### src/hw/rtl/assert_macros.svh
// Assertion macros used by the top level of the nearest neighbor scaler.
// They expect a clock named clock and an active-high reset named reset.
`ifndef ASSERT_MACROS_SVH
`define ASSERT_MACROS_SVH

// Condition must hold in the same cycle as the trigger.
`define NNIS_ASSERT_NOW(name, ante, cons, msg) \
   name: assert property (@(posedge clock) disable iff (reset) (ante) |-> (cons)) \
      else $error(msg);

// Condition must hold in the cycle after the trigger.
`define NNIS_ASSERT_NEXT(name, ante, cons, msg) \
   name: assert property (@(posedge clock) disable iff (reset) (ante) |=> (cons)) \
      else $error(msg);

`endif

### src/hw/rtl/nnis_pkg.sv
// Package for the nearest neighbor image scaler: widths, codes and shared types.
// Used by nnis_raster and the top level nearest_neighbor_image_scaler_unit.
`default_nettype none

package nnis_pkg;

   localparam int PIXEL_BITS       = 32;
   localparam int FACTOR_FRAC_BITS = 8;
   localparam int FACTOR_BITS      = 16;
   localparam int DIM_REG_BITS     = 9;
   localparam int POS_BITS         = 16;
   localparam int ACC_BITS         = POS_BITS + FACTOR_FRAC_BITS;
   localparam int STEP_BITS        = FACTOR_FRAC_BITS + 1;
   localparam int STORE_ADDR_BITS  = 16;
   localparam int STORE_DEPTH      = 1 << STORE_ADDR_BITS;
   localparam int MAX_DIM_DEFAULT  = 256;
   localparam int CSR_INDEX_BITS   = 2;
   localparam int CSR_DATA_BITS    = 16;
   localparam int REQ_DATA_BITS    = 32;
   localparam int RSP_DATA_BITS    = 64;

   localparam logic [POS_BITS-1:0] OUT_DIM_MAX = '1;

   localparam logic [CSR_INDEX_BITS-1:0] CSR_SOURCE_WIDTH  = 2'd0;
   localparam logic [CSR_INDEX_BITS-1:0] CSR_SOURCE_HEIGHT = 2'd1;
   localparam logic [CSR_INDEX_BITS-1:0] CSR_SCALE_FACTOR  = 2'd2;

   localparam logic REQ_LOAD  = 1'b0;
   localparam logic REQ_FETCH = 1'b1;

   typedef struct packed {
      logic [POS_BITS-1:0] col;
      logic [POS_BITS-1:0] row;
      logic                last;
   } pos_info_type;

   typedef struct packed {
      logic step;
      logic clear;
   } raster_ctl_type;

   typedef struct packed {
      logic [POS_BITS-1:0]    pos;
      logic [ACC_BITS-1:0]    acc;
      logic [FACTOR_BITS-1:0] rem;
   } axis_type;

endpackage

`default_nettype wire

### src/hw/rtl/nnis_div.sv
// Restoring divider, one quotient bit per cycle, for the scaler's coordinate setup.
// No dependencies.
`default_nettype none

module nnis_div #(
   parameter int DIVIDEND_BITS = 24,
   parameter int DIVISOR_BITS  = 16,
   localparam int CNT_BITS = $clog2(DIVIDEND_BITS + 1)
) (
   input  wire logic                     clock,
   input  wire logic                     reset,
   input  wire logic                     start,
   input  wire logic [DIVIDEND_BITS-1:0] dividend,
   input  wire logic [DIVISOR_BITS-1:0]  divisor,
   output logic                          done,
   output logic      [DIVIDEND_BITS-1:0] quotient,
   output logic      [DIVISOR_BITS-1:0]  remainder
);

   logic                     busy_ff, busy_in;
   logic                     done_ff, done_in;
   logic [CNT_BITS-1:0]      count_ff, count_in;
   logic [DIVIDEND_BITS-1:0] work_ff, work_in;
   logic [DIVISOR_BITS-1:0]  rem_ff, rem_in;
   logic [DIVISOR_BITS-1:0]  divisor_ff, divisor_in;
   logic [DIVISOR_BITS:0]    trial;
   logic                     qbit;

   always_comb begin
      trial      = {rem_ff, work_ff[DIVIDEND_BITS-1]};
      qbit       = (trial >= {1'b0, divisor_ff});
      busy_in    = busy_ff;
      done_in    = 1'b0;
      count_in   = count_ff;
      work_in    = work_ff;
      rem_in     = rem_ff;
      divisor_in = divisor_ff;
      if (start) begin
         busy_in    = 1'b1;
         count_in   = CNT_BITS'(DIVIDEND_BITS);
         work_in    = dividend;
         rem_in     = '0;
         divisor_in = divisor;
      end else if (busy_ff) begin
         work_in  = {work_ff[DIVIDEND_BITS-2:0], qbit};
         rem_in   = qbit ? DIVISOR_BITS'(trial - {1'b0, divisor_ff})
                         : trial[DIVISOR_BITS-1:0];
         count_in = count_ff - CNT_BITS'(1);
         if (count_ff == CNT_BITS'(1)) begin
            busy_in = 1'b0;
            done_in = 1'b1;
         end
      end
   end

   always_ff @(posedge clock) begin
      if (reset) begin
         busy_ff <= 1'b0;
         done_ff <= 1'b0;
      end else begin
         busy_ff <= busy_in;
         done_ff <= done_in;
      end
   end

   always_ff @(posedge clock) begin
      count_ff   <= count_in;
      work_ff    <= work_in;
      rem_ff     <= rem_in;
      divisor_ff <= divisor_in;
   end

   assign done      = done_ff;
   assign quotient  = work_ff;
   assign remainder = rem_ff;

endmodule

`default_nettype wire

### src/hw/rtl/nnis_raster.sv
// Configuration registers, output raster position and incremental source mapping.
// Depends on nnis_pkg and nnis_div.
`default_nettype none

module nnis_raster #(
   parameter int MAX_DIM = nnis_pkg::MAX_DIM_DEFAULT,
   localparam int DIM_BITS = $clog2(MAX_DIM + 1),
   localparam int IDX_BITS = $clog2(MAX_DIM)
) (
   input  wire logic                                clock,
   input  wire logic                                reset,
   input  wire logic                                csr_we,
   input  wire logic [nnis_pkg::CSR_INDEX_BITS-1:0] csr_index,
   input  wire logic [nnis_pkg::CSR_DATA_BITS-1:0]  csr_wdata,
   input  wire nnis_pkg::raster_ctl_type            ctl,
   output logic                                     busy,
   output logic      [DIM_BITS-1:0]                 src_width,
   output nnis_pkg::pos_info_type                   pos,
   output logic      [IDX_BITS-1:0]                 src_col,
   output logic      [IDX_BITS-1:0]                 src_row
);

   localparam int PROD_BITS = DIM_BITS + nnis_pkg::FACTOR_BITS;

   typedef enum logic [3:0] {
      SQ_IDLE = 4'b0001,
      SQ_STEP = 4'b0010,
      SQ_COL  = 4'b0100,
      SQ_ROW  = 4'b1000
   } seq_state_type;

   seq_state_type seq_ff, seq_in;
   logic          launch_ff, launch_in;

   logic [nnis_pkg::DIM_REG_BITS-1:0] src_w_ff, src_w_in;
   logic [nnis_pkg::DIM_REG_BITS-1:0] src_h_ff, src_h_in;
   logic [nnis_pkg::FACTOR_BITS-1:0]  factor_ff, factor_in;

   nnis_pkg::axis_type x_ff, x_in;
   nnis_pkg::axis_type y_ff, y_in;
   nnis_pkg::axis_type cur_x, cur_y;

   logic [nnis_pkg::STEP_BITS-1:0]   q0_ff, q0_in;
   logic [nnis_pkg::FACTOR_BITS-1:0] r0_ff, r0_in;

   logic [DIM_BITS-1:0]              w_eff_ff, h_eff_ff;
   logic [nnis_pkg::POS_BITS-1:0]    ow_ff, oh_ff;
   logic [nnis_pkg::FACTOR_BITS-1:0] f_eff;
   logic [DIM_BITS-1:0]              w_now, h_now;

   logic [nnis_pkg::ACC_BITS-1:0]    div_dividend;
   logic                             div_done;
   logic [nnis_pkg::ACC_BITS-1:0]    div_quo;
   logic [nnis_pkg::FACTOR_BITS-1:0] div_rem;

   logic restart, col_more, row_more;

   function automatic logic [DIM_BITS-1:0] clamp_dim(
      input logic [nnis_pkg::DIM_REG_BITS-1:0] v
   );
      logic [DIM_BITS-1:0] r;
      if (v == '0) begin
         r = DIM_BITS'(1);
      end else if (32'(v) > 32'(MAX_DIM)) begin
         r = DIM_BITS'(MAX_DIM);
      end else begin
         r = DIM_BITS'(v);
      end
      return r;
   endfunction

   function automatic logic [nnis_pkg::POS_BITS-1:0] out_size(
      input logic [DIM_BITS-1:0]              dim,
      input logic [nnis_pkg::FACTOR_BITS-1:0] f
   );
      logic [PROD_BITS-1:0]          prod;
      logic [nnis_pkg::POS_BITS-1:0] r;
      prod = (PROD_BITS'(dim) * PROD_BITS'(f)) >> nnis_pkg::FACTOR_FRAC_BITS;
      if (prod == '0) begin
         r = nnis_pkg::POS_BITS'(1);
      end else if (prod > PROD_BITS'(nnis_pkg::OUT_DIM_MAX)) begin
         r = nnis_pkg::OUT_DIM_MAX;
      end else begin
         r = nnis_pkg::POS_BITS'(prod);
      end
      return r;
   endfunction

   function automatic logic [IDX_BITS-1:0] clamp_index(
      input logic [nnis_pkg::ACC_BITS-1:0] acc,
      input logic [DIM_BITS-1:0]           dim
   );
      logic [DIM_BITS-1:0] limit;
      logic [IDX_BITS-1:0] r;
      limit = dim - DIM_BITS'(1);
      if (acc > nnis_pkg::ACC_BITS'(limit)) begin
         r = IDX_BITS'(limit);
      end else begin
         r = IDX_BITS'(acc);
      end
      return r;
   endfunction

   function automatic nnis_pkg::axis_type advance(
      input nnis_pkg::axis_type               cur,
      input logic [nnis_pkg::STEP_BITS-1:0]   q,
      input logic [nnis_pkg::FACTOR_BITS-1:0] r,
      input logic [nnis_pkg::FACTOR_BITS-1:0] f
   );
      nnis_pkg::axis_type             nxt;
      logic [nnis_pkg::FACTOR_BITS:0] sum;
      sum     = {1'b0, cur.rem} + {1'b0, r};
      nxt.pos = cur.pos + nnis_pkg::POS_BITS'(1);
      nxt.acc = cur.acc + nnis_pkg::ACC_BITS'(q);
      if (sum >= {1'b0, f}) begin
         nxt.rem = nnis_pkg::FACTOR_BITS'(sum - {1'b0, f});
         nxt.acc = nxt.acc + nnis_pkg::ACC_BITS'(1);
      end else begin
         nxt.rem = sum[nnis_pkg::FACTOR_BITS-1:0];
      end
      return nxt;
   endfunction

   assign f_eff = (factor_ff == '0) ? nnis_pkg::FACTOR_BITS'(1) : factor_ff;
   assign w_now = clamp_dim(src_w_ff);
   assign h_now = clamp_dim(src_h_ff);

   always_ff @(posedge clock) begin
      w_eff_ff <= w_now;
      h_eff_ff <= h_now;
      ow_ff    <= out_size(w_now, f_eff);
      oh_ff    <= out_size(h_now, f_eff);
   end

   always_comb begin
      unique case (seq_ff)
         SQ_STEP: div_dividend = nnis_pkg::ACC_BITS'(1) << nnis_pkg::FACTOR_FRAC_BITS;
         SQ_COL:  div_dividend = {x_ff.pos, {nnis_pkg::FACTOR_FRAC_BITS{1'b0}}};
         SQ_ROW:  div_dividend = {y_ff.pos, {nnis_pkg::FACTOR_FRAC_BITS{1'b0}}};
         default: div_dividend = '0;
      endcase
   end

   nnis_div #(
      .DIVIDEND_BITS(nnis_pkg::ACC_BITS),
      .DIVISOR_BITS (nnis_pkg::FACTOR_BITS)
   ) u_div (
      .clock    (clock),
      .reset    (reset),
      .start    (launch_ff),
      .dividend (div_dividend),
      .divisor  (f_eff),
      .done     (div_done),
      .quotient (div_quo),
      .remainder(div_rem)
   );

   // A position left outside a shrunken frame restarts the raster at the origin.
   assign restart  = (x_ff.pos >= ow_ff) || (y_ff.pos >= oh_ff);
   assign cur_x    = restart ? '0 : x_ff;
   assign cur_y    = restart ? '0 : y_ff;
   assign col_more = ({1'b0, cur_x.pos} + 17'd1) < {1'b0, ow_ff};
   assign row_more = ({1'b0, cur_y.pos} + 17'd1) < {1'b0, oh_ff};

   always_comb begin
      seq_in    = seq_ff;
      launch_in = 1'b0;
      src_w_in  = src_w_ff;
      src_h_in  = src_h_ff;
      factor_in = factor_ff;
      q0_in     = q0_ff;
      r0_in     = r0_ff;
      x_in      = x_ff;
      y_in      = y_ff;

      if (csr_we) begin
         unique case (csr_index)
            nnis_pkg::CSR_SOURCE_WIDTH:
               src_w_in = csr_wdata[nnis_pkg::DIM_REG_BITS-1:0];
            nnis_pkg::CSR_SOURCE_HEIGHT:
               src_h_in = csr_wdata[nnis_pkg::DIM_REG_BITS-1:0];
            nnis_pkg::CSR_SCALE_FACTOR:
               factor_in = csr_wdata[nnis_pkg::FACTOR_BITS-1:0];
            default: ;
         endcase
         seq_in    = SQ_STEP;
         launch_in = 1'b1;
      end else if (div_done) begin
         unique case (seq_ff)
            SQ_STEP: begin
               q0_in     = nnis_pkg::STEP_BITS'(div_quo);
               r0_in     = div_rem;
               seq_in    = SQ_COL;
               launch_in = 1'b1;
            end
            SQ_COL: begin
               x_in.acc  = div_quo;
               x_in.rem  = div_rem;
               seq_in    = SQ_ROW;
               launch_in = 1'b1;
            end
            SQ_ROW: begin
               y_in.acc = div_quo;
               y_in.rem = div_rem;
               seq_in   = SQ_IDLE;
            end
            default: ;
         endcase
      end

      if (ctl.clear) begin
         x_in = '0;
         y_in = '0;
      end else if (ctl.step) begin
         if (col_more) begin
            x_in = advance(cur_x, q0_ff, r0_ff, f_eff);
            y_in = cur_y;
         end else begin
            x_in = '0;
            y_in = row_more ? advance(cur_y, q0_ff, r0_ff, f_eff) : '0;
         end
      end
   end

   always_ff @(posedge clock) begin
      if (reset) begin
         seq_ff    <= SQ_STEP;
         launch_ff <= 1'b1;
         src_w_ff  <= nnis_pkg::DIM_REG_BITS'(1);
         src_h_ff  <= nnis_pkg::DIM_REG_BITS'(1);
         factor_ff <= nnis_pkg::FACTOR_BITS'(1) << nnis_pkg::FACTOR_FRAC_BITS;
         x_ff      <= '0;
         y_ff      <= '0;
      end else begin
         seq_ff    <= seq_in;
         launch_ff <= launch_in;
         src_w_ff  <= src_w_in;
         src_h_ff  <= src_h_in;
         factor_ff <= factor_in;
         x_ff      <= x_in;
         y_ff      <= y_in;
      end
   end

   always_ff @(posedge clock) begin
      q0_ff <= q0_in;
      r0_ff <= r0_in;
   end

   assign busy      = (seq_ff != SQ_IDLE);
   assign src_width = w_eff_ff;
   assign pos.col   = cur_x.pos;
   assign pos.row   = cur_y.pos;
   assign pos.last  = (cur_x.pos == ow_ff - nnis_pkg::POS_BITS'(1))
                   && (cur_y.pos == oh_ff - nnis_pkg::POS_BITS'(1));
   assign src_col   = clamp_index(cur_x.acc, w_eff_ff);
   assign src_row   = clamp_index(cur_y.acc, h_eff_ff);

endmodule

`default_nettype wire

### config.mk
export PLATFORM = sky130hd
export DESIGN_NAME = nnis_raster
export DESIGN_NICKNAME = d
export VERILOG_FILES = /design/src/hw/rtl/assert_macros.svh /design/src/hw/rtl/nnis_pkg.sv /design/src/hw/rtl/nnis_div.sv /design/src/hw/rtl/nnis_raster.sv
export SDC_FILE = /design/constraint.sdc
export NUM_CORES = 2
export LEC_CHECK = 0
export BUFFER_PORTS_ARGS = -buffer_cell sky130_fd_sc_hd__buf_2
export CELL_PAD_IN_SITES_DETAIL_PLACEMENT = 1
export CELL_PAD_IN_SITES_GLOBAL_PLACEMENT = 2
export CORE_ASPECT_RATIO = 0.75
export CORE_UTILIZATION = 40
export CTS_CLUSTER_DIAMETER = 60
export DETAILED_ROUTE_END_ITERATION = 6
export GPL_ROUTABILITY_DRIVEN = 0
export PLACE_DENSITY = 0.9
export SYNTH_ARGS = -nofsm -noshare
export SYNTH_HDL_FRONTEND = slang
export SYNTH_SLANG_ARGS = --single-unit
export TNS_END_PERCENT = 30
### constraint.sdc
create_clock -name clock -period 9.1 [get_ports clock]
set_clock_uncertainty 0.2 [all_clocks]
set_input_delay 1.82 -clock clock [delete_from_list [all_inputs] [get_ports clock]]
set_output_delay 1.82 -clock clock [all_outputs]
set_load 0.01 [all_outputs]
==> impl_metrics.py <==
metrics = {
    "run_status": {
        "status": "completed",
    },
    "layout": {
        "final_cells": 4664,
        "nets": 4162,
        "drive_gt1_share_pct": 7.659,
        "synthToLayoutAreaGrowth_pct": 9.235,
    },
    "placed_design": {
        "numPortBuffers": 81,
        "dp_hpwl_mm": 80.63,
        "dpl.cell_count": 4589,
    },
    "sta": {
        "whs_ns": 0.2713,
        "period_share_pct": 93.71,
        "worst_slew_pin_slew_ns": 1.160,
        "timing.slew.headroom_pct": 22.57,
        "fmaxAchievable_mhz": 117.3,
        "rsz0062_at_grt": "false",
        "drv_slew": 0,
        "finalSetupTns_ns": 0,
        "hold_viol": 0,
        "setup_violations": 0,
        "period_needed_ns": 8.527,
    },
    "floorplanning": {
        "start_util_pct": 40.70,
        "fp.dieH_um": 239.7,
        "ioPinCount": 82,
        "fp.dieArea_mm2": 0.07644,
        "fp.dieW_um": 318.9,
        "core_area_mm2": 0.07403,
        "row_count": 86,
    },
    "drt": {
        "wire_per_inst_um": 22.79,
        "via_per_inst": 5.804,
        "postRouteAntennaNets": 0,
        "drt_iter0_markers": 2030,
        "vias": 27070,
        "wirelength_mm": 106.3,
        "dr.pass1.iters": 5,
        "drc": 0,
    },
    "worst_setup_path": {
        "endpoint_kind": "output port",
        "cp.arrival_ns": 6.51,
        "worst-setup-path-type": "reg -> out",
        "worstSetupStartpointType": "flop",
        "reg2reg_slack_ns": 1.01,
        "critPathMaxFanout": 69,
        "crit_required_ns": 7.08,
    },
    "yosys": {
        "avgSynthCellArea_um2": 8.208,
        "ys_ff_latch": 289,
        "syn-num-nets": 4169,
        "synthArstFlopShare_pct": 0,
        "post_synth_num_cell_types": 95,
        "syn_area_mm2": 0.03013,
        "syn_inst": 3671,
        "synthFlopType": "dfxtp_1",
        "synth_edf_count": 65,
        "yosys_warnings": 0,
        "yosysSeqAreaShare_pct": 21.36,
    },
    "global_routing": {
        "grt_max_degree": 70,
        "track_usage_pct": 27.99,
        "gr-total-overflow": 0,
        "grt_pass1_vias": 27910,
        "grt_pass1_wl_mm": 166.4,
        "antenna_found_initial": 2,
    },
    "cts": {
        "cts_sinks": 289,
        "cts-root-buf": "clkbuf_16",
        "cts_resized": 0,
        "cts_tree": "done",
        "clock_path_buffers": 3,
        "cts_buffers": 39,
        "insertion_delay_ns": 0.60,
        "clk_pin_slew_ns": 0.06,
        "htreeDepth": 2,
    },
    "power": {
        "p_sw_mw": 1.580,
        "p_seq_share_pct": 32.8,
        "sw_frac_of_total_pct": 36.61,
        "p_int_mw": 2.735,
        "p_leak_nw": 15.01,
        "pwr_density_cell_mw_per_mm2": 131.1,
        "vdd_drop_max_uv": 133.2,
        "power_frac_comb_pct": 28.7,
        "p_clk_share_pct": 38.5,
    },
    "worst_hold_path": {
        "hp-class": "reg -> reg",
    },
    "job": {
        "cap_violations": 0,
    },
}
-- final timing paths --
| path | start | to | cells past startpoint |
|---|---|---|---|
| hold reg to reg | factor_ff[0]$_SDFFE_PP0P_ | factor_ff[0]$_SDFFE_PP0P_ | 2 |
| hold / removal | factor_ff[0]$_SDFFE_PP0P_ | factor_ff[0]$_SDFFE_PP0P_ | 2 |
| setup / recovery | x_ff[53]$_SDFFE_PP0P_ | src_col[5] | 23 |
| setup reg to reg | x_ff[53]$_SDFFE_PP0P_ | x_ff[39]$_SDFFE_PP0P_ | 31 |
-- cells by family after synthesis --
group           synth area share (%)
simple gates                   21.14
compound gates                 15.21
buf+inv                        7.898
fa+ha+maj                      24.78
flops                          21.36
xor+xnor                       7.379
mux                            2.238
-- flip-flops by register name, summed over array words and instances (netlist names), 4 cells and up --
register          count
factor_ff            16
h_eff_ff              9
oh_ff                16
ow_ff                16
q0_ff                 9
r0_ff                16
seq_ff                4
src_h_ff              9
src_w_ff              9
src_width             9
u_div.count_ff        5
u_div.divisor_ff     16
u_div.quotient       24
u_div.remainder      16
x_ff                 56
y_ff                 56
-- worst max-delay path, cell delays in order (launching register included) --
cell and delay, ns:
dfxtp_1 0.55, ha_1 0.32, a21oi_1 0.16, nor2b_1 0.06, o21ai_0 0.32, o2111a_1 0.30, o221ai_2 0.13, a21oi_4 0.28
buf_12 0.37, nand2_1 0.16, inv_1 0.17, ha_1 0.27, nor2b_1 0.13, o21a_1 0.17, o21a_1 0.18, o21a_1 0.16
o21a_1 0.16, o21a_1 0.16, o21ai_0 0.21, nand2b_1 0.10, a21oi_1 0.21, a2bb2oi_2 0.58, mux2i_1 0.50, buf_2 0.22
-- power by group through the flow --
stage	Sequential, mW	Clock, mW	Combinational [mW]
3_5_place_dp	1.44	0	1.20
2_1_floorplan	1.41	0	0.824
5_1_grt	1.42	1.73	1.33
6_report	1.42	1.66	1.24
4_1_cts	1.41	1.68	1.21
3_3_place_gp	1.44	0	1.18
-- timing repair --
item | CTS | global route
hold buffers | 0 | 0
setup endpoints to repair | 0 | 1
buffers inserted | 0 | 2
-- cell usage in the layout, fill, tap and decap left out, types with 31 or more instances in the layout --
cell type  count
nor4_1        37
and3_1        45
inv_1        431
nor3_1        71
nor2b_1       47
o21ai_0      110
clkbuf_16     41
xor2_1        73
buf_4         63
dfxtp_1      223
ha_1         272
a211oi_1      31
nand3_1       81
xnor2_1      179
buf_2         81
a21oi_1      164
a21o_1        65
mux2i_1       55
nand4_1       44
and2_1       181
nor2_1       259
nand2_1      396
edfxtp_1      65
a31oi_1       40
a221oi_1      34
fa_1         203
-- cell type report --
cell class | count | area, µm²
Fill cell | 8896 | 41120
Multi-Input combinational cell | 2757 | 21400
Sequential cell | 289 | 6437
Inverter | 432 | 1622
Tap cell | 968 | 1211
Clock buffer | 47 | 1089
Timing Repair Buffer | 145 | 898.4
Clock inverter | 25 | 259.0
Antenna cell | 1 | 2.502
-- stage by stage --
step,cell area (µm²),power (mW),util (%),worst slack [ns]
global route,32910,4.482,44.46,0.3301
CTS,32900,4.307,44.44,0.3637
finish,32920,4.315,44.46,0.5726
global placement,31550,2.620,42.62,1.263
detailed placement,31550,2.641,42.62,1.020
floorplan,30130,2.238,-,1.673
-- synthesized netlist by cell type, drive strengths merged, types with 16 or more instances --
master | number | area, µm²
a22oi | 25 | 187.7
dfxtp | 224 | 4484
xor2 | 73 | 639.4
mux2i | 55 | 550.5
nor2 | 261 | 982.2
nand2b | 16 | 100.1
nand2 | 396 | 1486
edfxtp | 65 | 1952
o211ai | 17 | 127.6
nor4 | 40 | 262.8
o221ai | 17 | 155.1
and3 | 45 | 281.5
and2 | 181 | 1132
buf | 23 | 118.9
a211oi | 33 | 257.7
nor2b | 47 | 294.0
nand3 | 81 | 405.4
a31oi | 40 | 250.2
a21oi | 166 | 834.6
nand4 | 45 | 287.8
a221oi | 36 | 327.8
xnor2 | 180 | 1584
fa | 203 | 4064
inv | 432 | 1622
nor3 | 75 | 385.4
o21a | 29 | 217.7
o22ai | 23 | 163.9
ha | 272 | 3403
a21o | 67 | 503.0
o21ai | 117 | 589.3
clkbuf | 170 | 639.4
or3 | 19 | 118.9
-- metal layers --
| layer | part of all wire (%) | global-route usage (%) | vias up | wire, µm |
|---|---|---|---|---|
| li1 | - | - | 12480 | - |
| met1 | 47 | 40.60 | 13600 | 50210 |
| met2 | 43 | 42.71 | 846 | 45610 |
| met3 | 7.6 | 4.642 | 146 | 8036 |
| met4 | 2.3 | 7.393 | 2 | 2437 |
| met5 | 0.010 | 0 | - | 11 |
No activity file was read; power rests on OpenSTA's default activity.
